`src/rtl/shs_pkg.sv`:
```
// Shared types, constants and round functions for the SHA-256 byte stream hasher.
// Used by shs_core and sha256_byte_stream_hasher; depends on nothing else.
package shs_pkg;

	// Input word: one message byte and its flags
	typedef struct packed {
		logic [7:0] data_byte;
		logic       byte_present;
		logic       end_of_message;
	} shs_msg_t;

	// Output word: the digest, most significant word first
	typedef struct packed {
		logic [31:0] digest_word_0;
		logic [31:0] digest_word_1;
		logic [31:0] digest_word_2;
		logic [31:0] digest_word_3;
		logic [31:0] digest_word_4;
		logic [31:0] digest_word_5;
		logic [31:0] digest_word_6;
		logic [31:0] digest_word_7;
	} shs_dig_t;

	// Commands from the sequencer to the compression core
	typedef struct packed {
		logic       load;
		logic [7:0] load_byte;
		logic       start;
		logic       reinit;
	} shs_cmd_t;

	// Status from the compression core
	typedef struct packed {
		logic busy;
		logic done;
	} shs_sts_t;

	typedef enum logic [1:0] {
		CORE_IDLE,
		CORE_ROUND,
		CORE_FOLD
	} shs_core_state_t;

	typedef enum logic [2:0] {
		SEQ_IDLE,
		SEQ_PAD,
		SEQ_KICK,
		SEQ_HASH,
		SEQ_EMIT
	} shs_seq_state_t;

	localparam logic [7:0]  PAD_MARK  = 8'h80;
	localparam logic [5:0]  LEN_POS   = 6'd56;
	localparam logic [5:0]  LAST_POS  = 6'd63;
	localparam logic [5:0]  LAST_RND  = 6'd63;
	localparam logic [63:0] BYTE_BITS = 64'd8;

	localparam logic [31:0] INIT_H [8] = '{
		32'h6a09e667, 32'hbb67ae85, 32'h3c6ef372, 32'ha54ff53a,
		32'h510e527f, 32'h9b05688c, 32'h1f83d9ab, 32'h5be0cd19
	};

	localparam logic [31:0] ROUND_K [64] = '{
		32'h428a2f98, 32'h71374491, 32'hb5c0fbcf, 32'he9b5dba5,
		32'h3956c25b, 32'h59f111f1, 32'h923f82a4, 32'hab1c5ed5,
		32'hd807aa98, 32'h12835b01, 32'h243185be, 32'h550c7dc3,
		32'h72be5d74, 32'h80deb1fe, 32'h9bdc06a7, 32'hc19bf174,
		32'he49b69c1, 32'hefbe4786, 32'h0fc19dc6, 32'h240ca1cc,
		32'h2de92c6f, 32'h4a7484aa, 32'h5cb0a9dc, 32'h76f988da,
		32'h983e5152, 32'ha831c66d, 32'hb00327c8, 32'hbf597fc7,
		32'hc6e00bf3, 32'hd5a79147, 32'h06ca6351, 32'h14292967,
		32'h27b70a85, 32'h2e1b2138, 32'h4d2c6dfc, 32'h53380d13,
		32'h650a7354, 32'h766a0abb, 32'h81c2c92e, 32'h92722c85,
		32'ha2bfe8a1, 32'ha81a664b, 32'hc24b8b70, 32'hc76c51a3,
		32'hd192e819, 32'hd6990624, 32'hf40e3585, 32'h106aa070,
		32'h19a4c116, 32'h1e376c08, 32'h2748774c, 32'h34b0bcb5,
		32'h391c0cb3, 32'h4ed8aa4a, 32'h5b9cca4f, 32'h682e6ff3,
		32'h748f82ee, 32'h78a5636f, 32'h84c87814, 32'h8cc70208,
		32'h90befffa, 32'ha4506ceb, 32'hbef9a3f7, 32'hc67178f2
	};

	function automatic logic [31:0] big_sigma0(input logic [31:0] x);
		return {x[1:0], x[31:2]} ^ {x[12:0], x[31:13]} ^ {x[21:0], x[31:22]};
	endfunction

	function automatic logic [31:0] big_sigma1(input logic [31:0] x);
		return {x[5:0], x[31:6]} ^ {x[10:0], x[31:11]} ^ {x[24:0], x[31:25]};
	endfunction

	function automatic logic [31:0] small_sigma0(input logic [31:0] x);
		return {x[6:0], x[31:7]} ^ {x[17:0], x[31:18]} ^ {3'b000, x[31:3]};
	endfunction

	function automatic logic [31:0] small_sigma1(input logic [31:0] x);
		return {x[16:0], x[31:17]} ^ {x[18:0], x[31:19]} ^ {10'b0, x[31:10]};
	endfunction

	function automatic logic [31:0] choose(input logic [31:0] e, input logic [31:0] f,
			input logic [31:0] g);
		return (e & f) ^ (~e & g);
	endfunction

	function automatic logic [31:0] majority(input logic [31:0] a, input logic [31:0] b,
			input logic [31:0] c);
		return (a & b) ^ (a & c) ^ (b & c);
	endfunction

endpackage

```
`src/rtl/shs_core.sv`:
```
// SHA-256 compression core: 16-word schedule window, one round per cycle, chain words.
// Depends on shs_pkg for the command/status structs, round constants and functions.
module shs_core (
	input  logic                clk,
	input  logic                arst_n,
	input  shs_pkg::shs_cmd_t   cmd,
	output shs_pkg::shs_sts_t   sts,
	output logic [7:0][31:0]    chain
);
	import shs_pkg::*;

	shs_core_state_t state_q, state_d;
	logic [5:0]      rnd_q;
	logic [31:0]     w_q [16];
	logic [31:0]     v_q [8];
	logic [31:0]     h_q [8];
	logic [31:0]     t1, t2, w_next;

	// Sequence start, 64 rounds and the fold into the chain
	always_ff @(posedge clk or negedge arst_n) begin
		if (!arst_n) begin
			state_q <= CORE_IDLE;
		end else begin
			state_q <= state_d;
		end
	end

	always_comb begin
		state_d = state_q;
		unique case (state_q)
			CORE_IDLE: begin
				if (cmd.start) begin
					state_d = CORE_ROUND;
				end
			end
			CORE_ROUND: begin
				if (rnd_q == LAST_RND) begin
					state_d = CORE_FOLD;
				end
			end
			CORE_FOLD: begin
				state_d = CORE_IDLE;
			end
			default: begin
				state_d = CORE_IDLE;
			end
		endcase
	end

	assign sts.busy = (state_q != CORE_IDLE);
	assign sts.done = (state_q == CORE_FOLD);

	// Round counter
	always_ff @(posedge clk or negedge arst_n) begin
		if (!arst_n) begin
			rnd_q <= '0;
		end else if (state_q == CORE_ROUND) begin
			rnd_q <= rnd_q + 6'd1;
		end else begin
			rnd_q <= '0;
		end
	end

	// Round arithmetic and next schedule word
	assign t1 = v_q[7] + big_sigma1(v_q[4]) + choose(v_q[4], v_q[5], v_q[6])
		+ ROUND_K[rnd_q] + w_q[0];
	assign t2 = big_sigma0(v_q[0]) + majority(v_q[0], v_q[1], v_q[2]);
	assign w_next = small_sigma1(w_q[14]) + w_q[9] + small_sigma0(w_q[1]) + w_q[0];

	// Schedule window: shift bytes in while loading, shift words out while hashing
	always_ff @(posedge clk) begin
		if (cmd.load) begin
			for (int i = 0; i < 15; i++) begin
				w_q[i] <= {w_q[i][23:0], w_q[i+1][31:24]};
			end
			w_q[15] <= {w_q[15][23:0], cmd.load_byte};
		end else if (state_q == CORE_ROUND) begin
			for (int i = 0; i < 15; i++) begin
				w_q[i] <= w_q[i+1];
			end
			w_q[15] <= w_next;
		end
	end

	// Working variables
	always_ff @(posedge clk) begin
		if (state_q == CORE_IDLE && cmd.start) begin
			for (int i = 0; i < 8; i++) begin
				v_q[i] <= h_q[i];
			end
		end else if (state_q == CORE_ROUND) begin
			v_q[0] <= t1 + t2;
			v_q[1] <= v_q[0];
			v_q[2] <= v_q[1];
			v_q[3] <= v_q[2];
			v_q[4] <= v_q[3] + t1;
			v_q[5] <= v_q[4];
			v_q[6] <= v_q[5];
			v_q[7] <= v_q[6];
		end
	end

	// Chain words: fold after the last round, return to the initial values on request
	always_ff @(posedge clk or negedge arst_n) begin
		if (!arst_n) begin
			for (int i = 0; i < 8; i++) begin
				h_q[i] <= INIT_H[i];
			end
		end else if (cmd.reinit) begin
			for (int i = 0; i < 8; i++) begin
				h_q[i] <= INIT_H[i];
			end
		end else if (state_q == CORE_FOLD) begin
			for (int i = 0; i < 8; i++) begin
				h_q[i] <= h_q[i] + v_q[i];
			end
		end
	end

	always_comb begin
		for (int i = 0; i < 8; i++) begin
			chain[7-i] = h_q[i];
		end
	end

	a_load_idle: assert property (@(posedge clk) disable iff (!arst_n)
		cmd.load |-> state_q == CORE_IDLE)
		else $error("byte loaded while the core is hashing");

	a_fold_after_last: assert property (@(posedge clk) disable iff (!arst_n)
		state_q == CORE_FOLD |-> $past(state_q) == CORE_ROUND && $past(rnd_q) == LAST_RND)
		else $error("fold without a full set of rounds");

	a_rnd_clear: assert property (@(posedge clk) disable iff (!arst_n)
		(state_q == CORE_IDLE && cmd.start) |=> rnd_q == 6'd0)
		else $error("round counter not cleared at start");

endmodule

```
`src/rtl/sha256_byte_stream_hasher.sv`:
```
// SHA-256 byte stream hasher: one byte per cycle into the schedule window, padding and digest;
// input is taken only while idle. A full 64-byte block stalls input through the kick, the
// 64 rounds of the single round unit in shs_core and the fold.
// End of message: padding bytes fill the block and it is hashed (twice when the length spills),
// then the digest register is loaded. Reset: chain to the initial hash values, fill and bit
// count to zero, no digest pending.
module sha256_byte_stream_hasher (
	input  logic              clk,
	input  logic              arst_n,
	input  logic              msg_valid,
	output logic              msg_stall,
	input  shs_pkg::shs_msg_t msg,
	output logic              dig_valid,
	input  logic              dig_stall,
	output shs_pkg::shs_dig_t dig
);
	import shs_pkg::*;

	shs_seq_state_t   state_q, state_d;
	shs_cmd_t         cmd;
	shs_sts_t         sts;
	logic [7:0][31:0] chain;
	logic [5:0]       fill_q;
	logic [63:0]      len_q;
	logic             end_q, fin_q, mark_q, last_q;
	logic             msg_take, len_byte, emit_go;
	logic [7:0]       pad_byte;

	shs_core u_core (
		.clk    (clk),
		.arst_n (arst_n),
		.cmd    (cmd),
		.sts    (sts),
		.chain  (chain)
	);

	assign msg_stall = (state_q != SEQ_IDLE);
	assign msg_take  = msg_valid && (state_q == SEQ_IDLE);
	assign emit_go   = !dig_valid || !dig_stall;

	// Pick the padding word: marker, zeros, then the bit count high byte first
	assign len_byte = mark_q && last_q && (fill_q >= LEN_POS);
	assign pad_byte = !mark_q ? PAD_MARK : (len_byte ? len_q[63:56] : 8'h00);

	always_ff @(posedge clk or negedge arst_n) begin
		if (!arst_n) begin
			state_q <= SEQ_IDLE;
		end else begin
			state_q <= state_d;
		end
	end

	// Next state and core commands
	always_comb begin
		state_d       = state_q;
		cmd.load      = 1'b0;
		cmd.load_byte = msg.data_byte;
		cmd.start     = 1'b0;
		cmd.reinit    = 1'b0;
		unique case (state_q)
			SEQ_IDLE: begin
				if (msg_take) begin
					cmd.load = msg.byte_present;
					if (msg.byte_present && fill_q == LAST_POS) begin
						state_d = SEQ_KICK;
					end else if (msg.end_of_message) begin
						state_d = SEQ_PAD;
					end
				end
			end
			SEQ_PAD: begin
				cmd.load      = 1'b1;
				cmd.load_byte = pad_byte;
				if (fill_q == LAST_POS) begin
					state_d = SEQ_KICK;
				end
			end
			SEQ_KICK: begin
				cmd.start = 1'b1;
				state_d   = SEQ_HASH;
			end
			SEQ_HASH: begin
				if (sts.done) begin
					if (fin_q) begin
						state_d = last_q ? SEQ_EMIT : SEQ_PAD;
					end else if (end_q) begin
						state_d = SEQ_PAD;
					end else begin
						state_d = SEQ_IDLE;
					end
				end
			end
			SEQ_EMIT: begin
				if (emit_go) begin
					cmd.reinit = 1'b1;
					state_d    = SEQ_IDLE;
				end
			end
			default: begin
				state_d = SEQ_IDLE;
			end
		endcase
	end

	// Fill count, bit count and finish flags
	always_ff @(posedge clk or negedge arst_n) begin
		if (!arst_n) begin
			fill_q <= '0;
			len_q  <= '0;
			end_q  <= 1'b0;
			fin_q  <= 1'b0;
			mark_q <= 1'b0;
			last_q <= 1'b0;
		end else begin
			unique case (state_q)
				SEQ_IDLE: begin
					if (msg_take) begin
						end_q <= msg.end_of_message;
						if (msg.byte_present) begin
							fill_q <= fill_q + 6'd1;
							len_q  <= len_q + BYTE_BITS;
						end
						if (msg.end_of_message && !(msg.byte_present && fill_q == LAST_POS)) begin
							fin_q  <= 1'b1;
							mark_q <= 1'b0;
						end
					end
				end
				SEQ_PAD: begin
					fill_q <= fill_q + 6'd1;
					mark_q <= 1'b1;
					if (!mark_q) begin
						last_q <= (fill_q < LEN_POS);
					end
					if (len_byte) begin
						len_q <= {len_q[55:0], 8'h00};
					end
				end
				SEQ_HASH: begin
					if (sts.done && !fin_q && end_q) begin
						fin_q  <= 1'b1;
						mark_q <= 1'b0;
					end else if (sts.done && fin_q && !last_q) begin
						last_q <= 1'b1;
					end
				end
				SEQ_EMIT: begin
					if (emit_go) begin
						len_q  <= '0;
						end_q  <= 1'b0;
						fin_q  <= 1'b0;
						mark_q <= 1'b0;
						last_q <= 1'b0;
						fill_q <= '0;
					end
				end
				default: begin
					fill_q <= fill_q;
				end
			endcase
		end
	end

	// Digest register: hold until taken
	always_ff @(posedge clk or negedge arst_n) begin
		if (!arst_n) begin
			dig_valid <= 1'b0;
		end else if (state_q == SEQ_EMIT && emit_go) begin
			dig_valid <= 1'b1;
		end else if (!dig_stall) begin
			dig_valid <= 1'b0;
		end
	end

	always_ff @(posedge clk) begin
		if (state_q == SEQ_EMIT && emit_go) begin
			dig <= chain;
		end
	end

	a_start_idle: assert property (@(posedge clk) disable iff (!arst_n)
		cmd.start |-> !sts.busy)
		else $error("core started while busy");

	a_done_in_hash: assert property (@(posedge clk) disable iff (!arst_n)
		sts.done |-> state_q == SEQ_HASH)
		else $error("core finished outside the hash wait");

	a_load_not_busy: assert property (@(posedge clk) disable iff (!arst_n)
		cmd.load |-> !sts.busy)
		else $error("word loaded while the core is hashing");

	a_emit_valid: assert property (@(posedge clk) disable iff (!arst_n)
		(state_q == SEQ_EMIT && emit_go) |=> dig_valid && fill_q == 6'd0)
		else $error("digest not presented after emit");

endmodule

```
`config.mk`:
```
export PLATFORM = sky130hd
export DESIGN_NAME = sha256_byte_stream_hasher
export DESIGN_NICKNAME = d
export VERILOG_FILES = /design/src/rtl/shs_pkg.sv /design/src/rtl/shs_core.sv /design/src/rtl/sha256_byte_stream_hasher.sv
export SDC_FILE = /design/constraint.sdc
export NUM_CORES = 2
export LEC_CHECK = 0
export BUFFER_PORTS_ARGS = -buffer_cell sky130_fd_sc_hd__buf_2
export CORE_MARGIN = 1
export CORE_UTILIZATION = 44
export CTS_CLUSTER_SIZE = 30
export DETAILED_ROUTE_END_ITERATION = 7
export SYNTH_ARGS = -nofsm -noshare
export SYNTH_HDL_FRONTEND = slang
export SYNTH_HIERARCHICAL = 1
export SYNTH_SLANG_ARGS = --single-unit
```
`constraint.sdc`:
```
create_clock -name clk -period 32.5 [get_ports clk]
set_input_delay 3.25 -clock clk [delete_from_list [all_inputs] [get_ports clk]]
set_output_delay 3.25 -clock clk [all_outputs]
set_load 0.02 [all_outputs]
```
# ---- Word level (Yosys, flattened, before mapping)
# Memory sizes are Yosys's and may differ from the RTL's.
# Cells that the tools add are included.
dict set report totals {
  register_bits 598
  ramBits 768
  mem_bits_ro 2048
  in_bits 14
  output_inout_bits 258
  elab_cells 237
  mem_count 3
}
# memory depth width read_ports rd_clocked_by_memory_dff write_ports line_no
set memory_table {}
lappend memory_table {{(name not given)} 64 32 1 0 0 shs_core.sv:66} ;# + ROUND_K[rnd_q] + w_q[0];
lappend memory_table {u_core.w_q 16 32 16 0 16 shs_core.sv:14} ;# logic [31:0] w_q [16];
lappend memory_table {u_core.v_q 8 32 8 0 8 shs_core.sv:15} ;# logic [31:0] v_q [8];
dict set report op_classes {
  n_addsub 21
  magnitude_cmp 3
  n_eq_ne 23
  muxes 85
  bitwise_logic 42
  reduce_logical 34
}
# cell count
set op_table {}
lappend op_table {{$mux 32} 26}
lappend op_table {{$add 32x32->32} 18}
lappend op_table {{$mux 256} 2}
lappend op_table {{$xor 32x32->32} 9}
lappend op_table {{$mux 64} 4}
lappend op_table {{$pmux 64 s3} 1}
lappend op_table {{$and 32x32->32} 5}
lappend op_table {{$add 64x4->64 const B} 1}
lappend op_table {{$not 32->32} 1}
lappend op_table {{$xor 32x22->32} 1}
lappend op_table {{$xor 32x29->32} 1}
lappend op_table {{$mux 1} 27}
lappend op_table {{$reduce_and 5->1} 5}
lappend op_table {{$mux 3} 8}
lappend op_table {{$mux 6} 4}
lappend op_table {{$mux 8} 3}
lappend op_table {{$or 1x1->1} 24}
lappend op_table {{$ne 2x2->1 const B} 10}
lappend op_table {{$pmux 6 s3} 1}
lappend op_table {{$pmux 3 s5} 1}
lappend op_table {{$add 6x1->6 const B} 2}
lappend op_table {{$eq 6x6->1 const B} 2}
lappend op_table {{$reduce_bool 3->1} 4}
lappend op_table {{$logic_and 1x1->1} 11}
lappend op_table {{other kinds (25)} 37}

# ---- Longest topological paths before layout
# An unclocked memory read counts as a cell.
dict set report logic_depth {
  depth_word 9
  mapped_depth 40
  ltp_nobuf 38
}

# ---- Cells and area by module
# Netlist, hierarchy kept.
# module n_inst cells_per_inst area_per_inst_um2 seq_area_each_um2
set by_module_without_submodules {}
lappend by_module_without_submodules {shs_core 1 6705 69873.3 29838.6}
lappend by_module_without_submodules {sha256_byte_stream_hasher 1 894 12894.9 9564.2}

# ---- Least setup slack after synthesis
# OpenSTA, ideal clock, no wires.
dict set report synth_path {
  path_type {in2reg}
  from {input port dig_stall}
  to {register u_core.h_q, in the netlist u_core/chain[111]}
  setup_ps 134
  arrival_time_ps 26377
  t_required_ps 32366
  setup_slack_ps 5989
  stages 6
  n_path_buf 1
  path_cell_list {a21bo_2 nor3_1 clkinv_1 nand2_1 clkbuf_1 o21ai_0}
}
# element line_no
set synth_lines {}
lappend synth_lines {{from (decl)} sha256_byte_stream_hasher.sv:14} ;# input logic dig_stall,
lappend synth_lines {{to (signal, indexed assignment)} shs_core.sv:107} ;# h_q[i] <= INIT_H[i];
lappend synth_lines {{to (signal, indexed assignment)} shs_core.sv:111} ;# h_q[i] <= INIT_H[i];
lappend synth_lines {{to (signal, indexed assignment)} shs_core.sv:115} ;# h_q[i] <= h_q[i] + v_q[i];
lappend synth_lines {{to (decl)} shs_core.sv:16} ;# logic [31:0] h_q [8];

==> run_results.csv <==
group,metric,value,unit
yosys,synth_seq_cells,1363,
clock_network,root_buffer,"clkbuf_16",
yosys,syn_area,82800,sq um
worst_setup_path,startpoint_type,"flip-flop",
job,drv_cap,0,
layout,final-instance-count-excl-fill,10314,
timing,fmax,102,MHz
grt,use_met2,42.1,%
worst_setup_path,worstPathMaxFanout,20,
worst_setup_path,crit_type,"flip-flop to flip-flop",
die,coreArea,186000,sq um
clock_network,cts_hold_buffers,0,
worst_setup_path,critPathMostFrequentCell,"a21oi_1",
grt,grt_pass1_vias,57716,
worst_hold_path,hp-start,"end_q",
grt,grtUsageTotal,26.4,%
die,die_area,190000,sq um
clock_network,postCtsSetupBuffers,0,
placed_design,dp.cells,10024,
grt,grt_max_degree,198,
detailed_routing,dr.pass1.iters,7,
die,die_y,436,um
yosys,synth_flop_cell,"edfxtp_1",
timing,finalMaxSlewViolations,0,
yosys,synth.net_count,8201,
timing,hold_slack,0.483,ns
grt,antenna_found_initial,4,
worst_setup_path,r2r_cells,36,
detailed_routing,remaining_drc_errors,0,
layout,drive_gt1_share,17.0,%
timing,period_share,30.1,%
yosys,synth_cell_type_count,100,
timing,finalClockSkew,0.0491,ns
yosys,synth_top_area_share,37.2,%
yosys,synthCells,7599,
grt,grt_use_met1,36.4,%
timing,fin_tns_setup,0,ns
yosys,ys_seq_area_share,47.6,%
clock_network,clockBufferDepth,3,
worst_hold_path,hold_path_depth,1,
yosys,ys_async_sr_fraction,24.9,%
clock_network,clock-sinks,1363,
worst_setup_path,critical_path_required,33.03,ns
die,start_util,44.4,%
timing,setup_violations,0,
clock_network,tritoncts,"built",
worst_setup_path,critPathSlowestCell,"dfrtp_1",
layout,nets,8304,
clock_network,worstSkewPairLatency,0.84,ns
grt,use_met3,4.04,%
worst_setup_path,end_kind,"flip-flop",
die,row_count,158,
yosys,syn_area_per_cell,10.9,sq um
die,fp.dieW,436,um
timing,slew_headroom,3.60,%
layout,fill_cells,16855,
placed_design,dp_hpwl,186,mm
status,status,"complete, no violations",
detailed_routing,totalWireLength,256,mm
detailed_routing,via_per_inst,5.83,
yosys,synth_top_area_cell,"edfxtp_1",
worst_hold_path,hold_path_class,"flip-flop to flip-flop",
timing,layout_min_cycle_time,9.77,ns
detailed_routing,ant_nets,0,
yosys,synth_edf_count,1024,
grt,grt_first_pass_wirelength,379,mm
worst_setup_path,reg2reg_from,"u_core/rnd_q[1]",
timing,rsz0062_at_grt,"no",
worst_setup_path,r2r_slack,22.73,ns
timing,worst_pin_slew,1.45,ns
clock_network,cts-resized-gates,0,
detailed_routing,drtIter0Drc,5710,
detailed_routing,vias,60175,
worst_setup_path,r2r_end,"u_core/v_q[0][29]",
clock_network,h-tree-depth,4,
worst_setup_path,max_stage_delay,0.88,ns
grt,grt-ovfl-total,0,
layout,areaGrowthSynthToFinish,10.5,%
timing,finalHoldViolations,0,
die,io_pins,272,
placed_design,gp_congestion,0.973,
yosys,synth_warnings,6,
grt,busiest_layer,"met2",
yosys,synthTopCellsByArea,"edfxtp_1 (37%), mux2_2 (7.5%), dfrtp_1 (6.1%)",
worst_setup_path,worstPathArrival,10.31,ns
clock_network,clkTransAtPathRegs,0.06,ns
detailed_routing,wl_per_cell,24.9,um
worst_hold_path,whs_endpoint,"end_q",
placed_design,portBuffers,271,
clock_network,cts-buffers-inserted,156,
[how the worst max path moves through the flow]
stage	from	end	slack (ns)	cells past startpoint
4_1_cts	u_core/rnd_q[1]	u_core/v_q[0][29]	22.83	36
3_3_place_gp	u_core/rnd_q[1]	u_core/v_q[0][31]	22.95	38
5_1_grt	u_core/rnd_q[1]	u_core/v_q[0][29]	22.12	37
2_1_floorplan	dig_stall	u_core/chain[111]	5.99	6
3_5_place_dp	u_core/rnd_q[1]	u_core/v_q[0][29]	22.86	36
6_report	u_core/rnd_q[1]	u_core/v_q[0][29]	22.73	36
[per-stage QoR]
| step | utilization (%) | instance area [sq um] | worst slack, ns |
|---|---|---|---|
| 6_report | 49.1 | 91500 | 22.73 |
| 5_1_grt | 49.1 | 91500 | 22.12 |
| 4_1_cts | 49.1 | 91500 | 22.83 |
| 3_5_place_dp | 46.4 | 86400 | 22.86 |
| 3_3_place_gp | 46.4 | 86400 | 22.95 |
| 2_1_floorplan | - | 82800 | 5.99 |
[placed cells by master, fill, tap and decap left out, types with 98 or more instances in the layout]
master        n
fa_1        195
mux2_2      551
xnor2_1     385
ha_1        393
buf_2       270
edfxtp_1   1024
nor3_1       98
dfstp_2     136
dfrtp_1     200
o211ai_1    106
o21ai_0     483
clkbuf_16   156
a21oi_1     516
inv_1       359
nand3_1     136
a21o_1      195
nor2_1      305
nand2_1    1013
xor2_1      188
[flip-flops by register name (all words and copies together) (netlist names)]
signal and cells:
mark_q 1, dig 256, dig_valid 1, last_q 1, u_core/state_q 2, u_core/v_q 256
end_q 1, len_q 61, u_core/chain 256, fill_q 6, state_q 3, u_core/rnd_q 6
u_core/w_q 512, fin_q 1
[kinds of logic after synthesis]
kind of cell,synth area share (%)
and+or+nand+nor,10.5
DFF,47.6
AOI/OAI and AO/OA,13.7
buffers and inverters,3.48
muxes,7.97
adders and majority gates,10.7
xor gates and xnor gates,6.09
[worst max-delay path, delay by kind of cell, from the launching register on]
family,cells,cell delay [ns]
compound gates,17,3.34
buf+inv,5,0.70
fa+ha+maj,6,2.94
simple gates,6,1.29
flops,1,0.88
xor+xnor,2,0.32
[cell usage after synthesis (all sizes together), types with 14 or more instances]
master  number
a211oi      62
clkbuf     345
ha         393
o211ai     106
xnor2      385
nand4       47
nor2b       49
o31ai       25
nor2       309
o21ai      504
xor2       188
a21oi      517
dfstp      136
dfrtp      203
nand2b      55
and2        31
o311ai      25
nand3      136
o31a        14
and3        48
nor3       100
or2         15
o21bai      47
o21a        51
a22oi       19
inv        361
mux2       551
or4         15
fa         195
nand2     1015
a311oi      18
and4        16
a31oi       59
or3         22
buf         47
nor4        25
a21o       196
edfxtp    1024
mux2i       23
[per-layer routing]
layer	share of wire, %	vias up
met5	0.0031	-
met4	3.7	2
met3	6.6	390
met2	47	2084
met1	43	29959
li1	-	27740
[area by class of cell]
class	count	area [sq um]	area share (%)
Antenna cell	2	5.00	0.00547
Clock buffer	201	4150	4.54
Clock inverter	87	912	0.997
Inverter	363	1370	1.50
Multi-Input combinational cell	5481	40600	44.4
Sequential cell	1363	39400	43.1
Tap cell	2480	3100	3.39
Timing Repair Buffer	337	1950	2.13
Power is left out: the tool's default activity adds up to more than one toggle a clock period on the data nets, which glitch-free logic cannot reach.
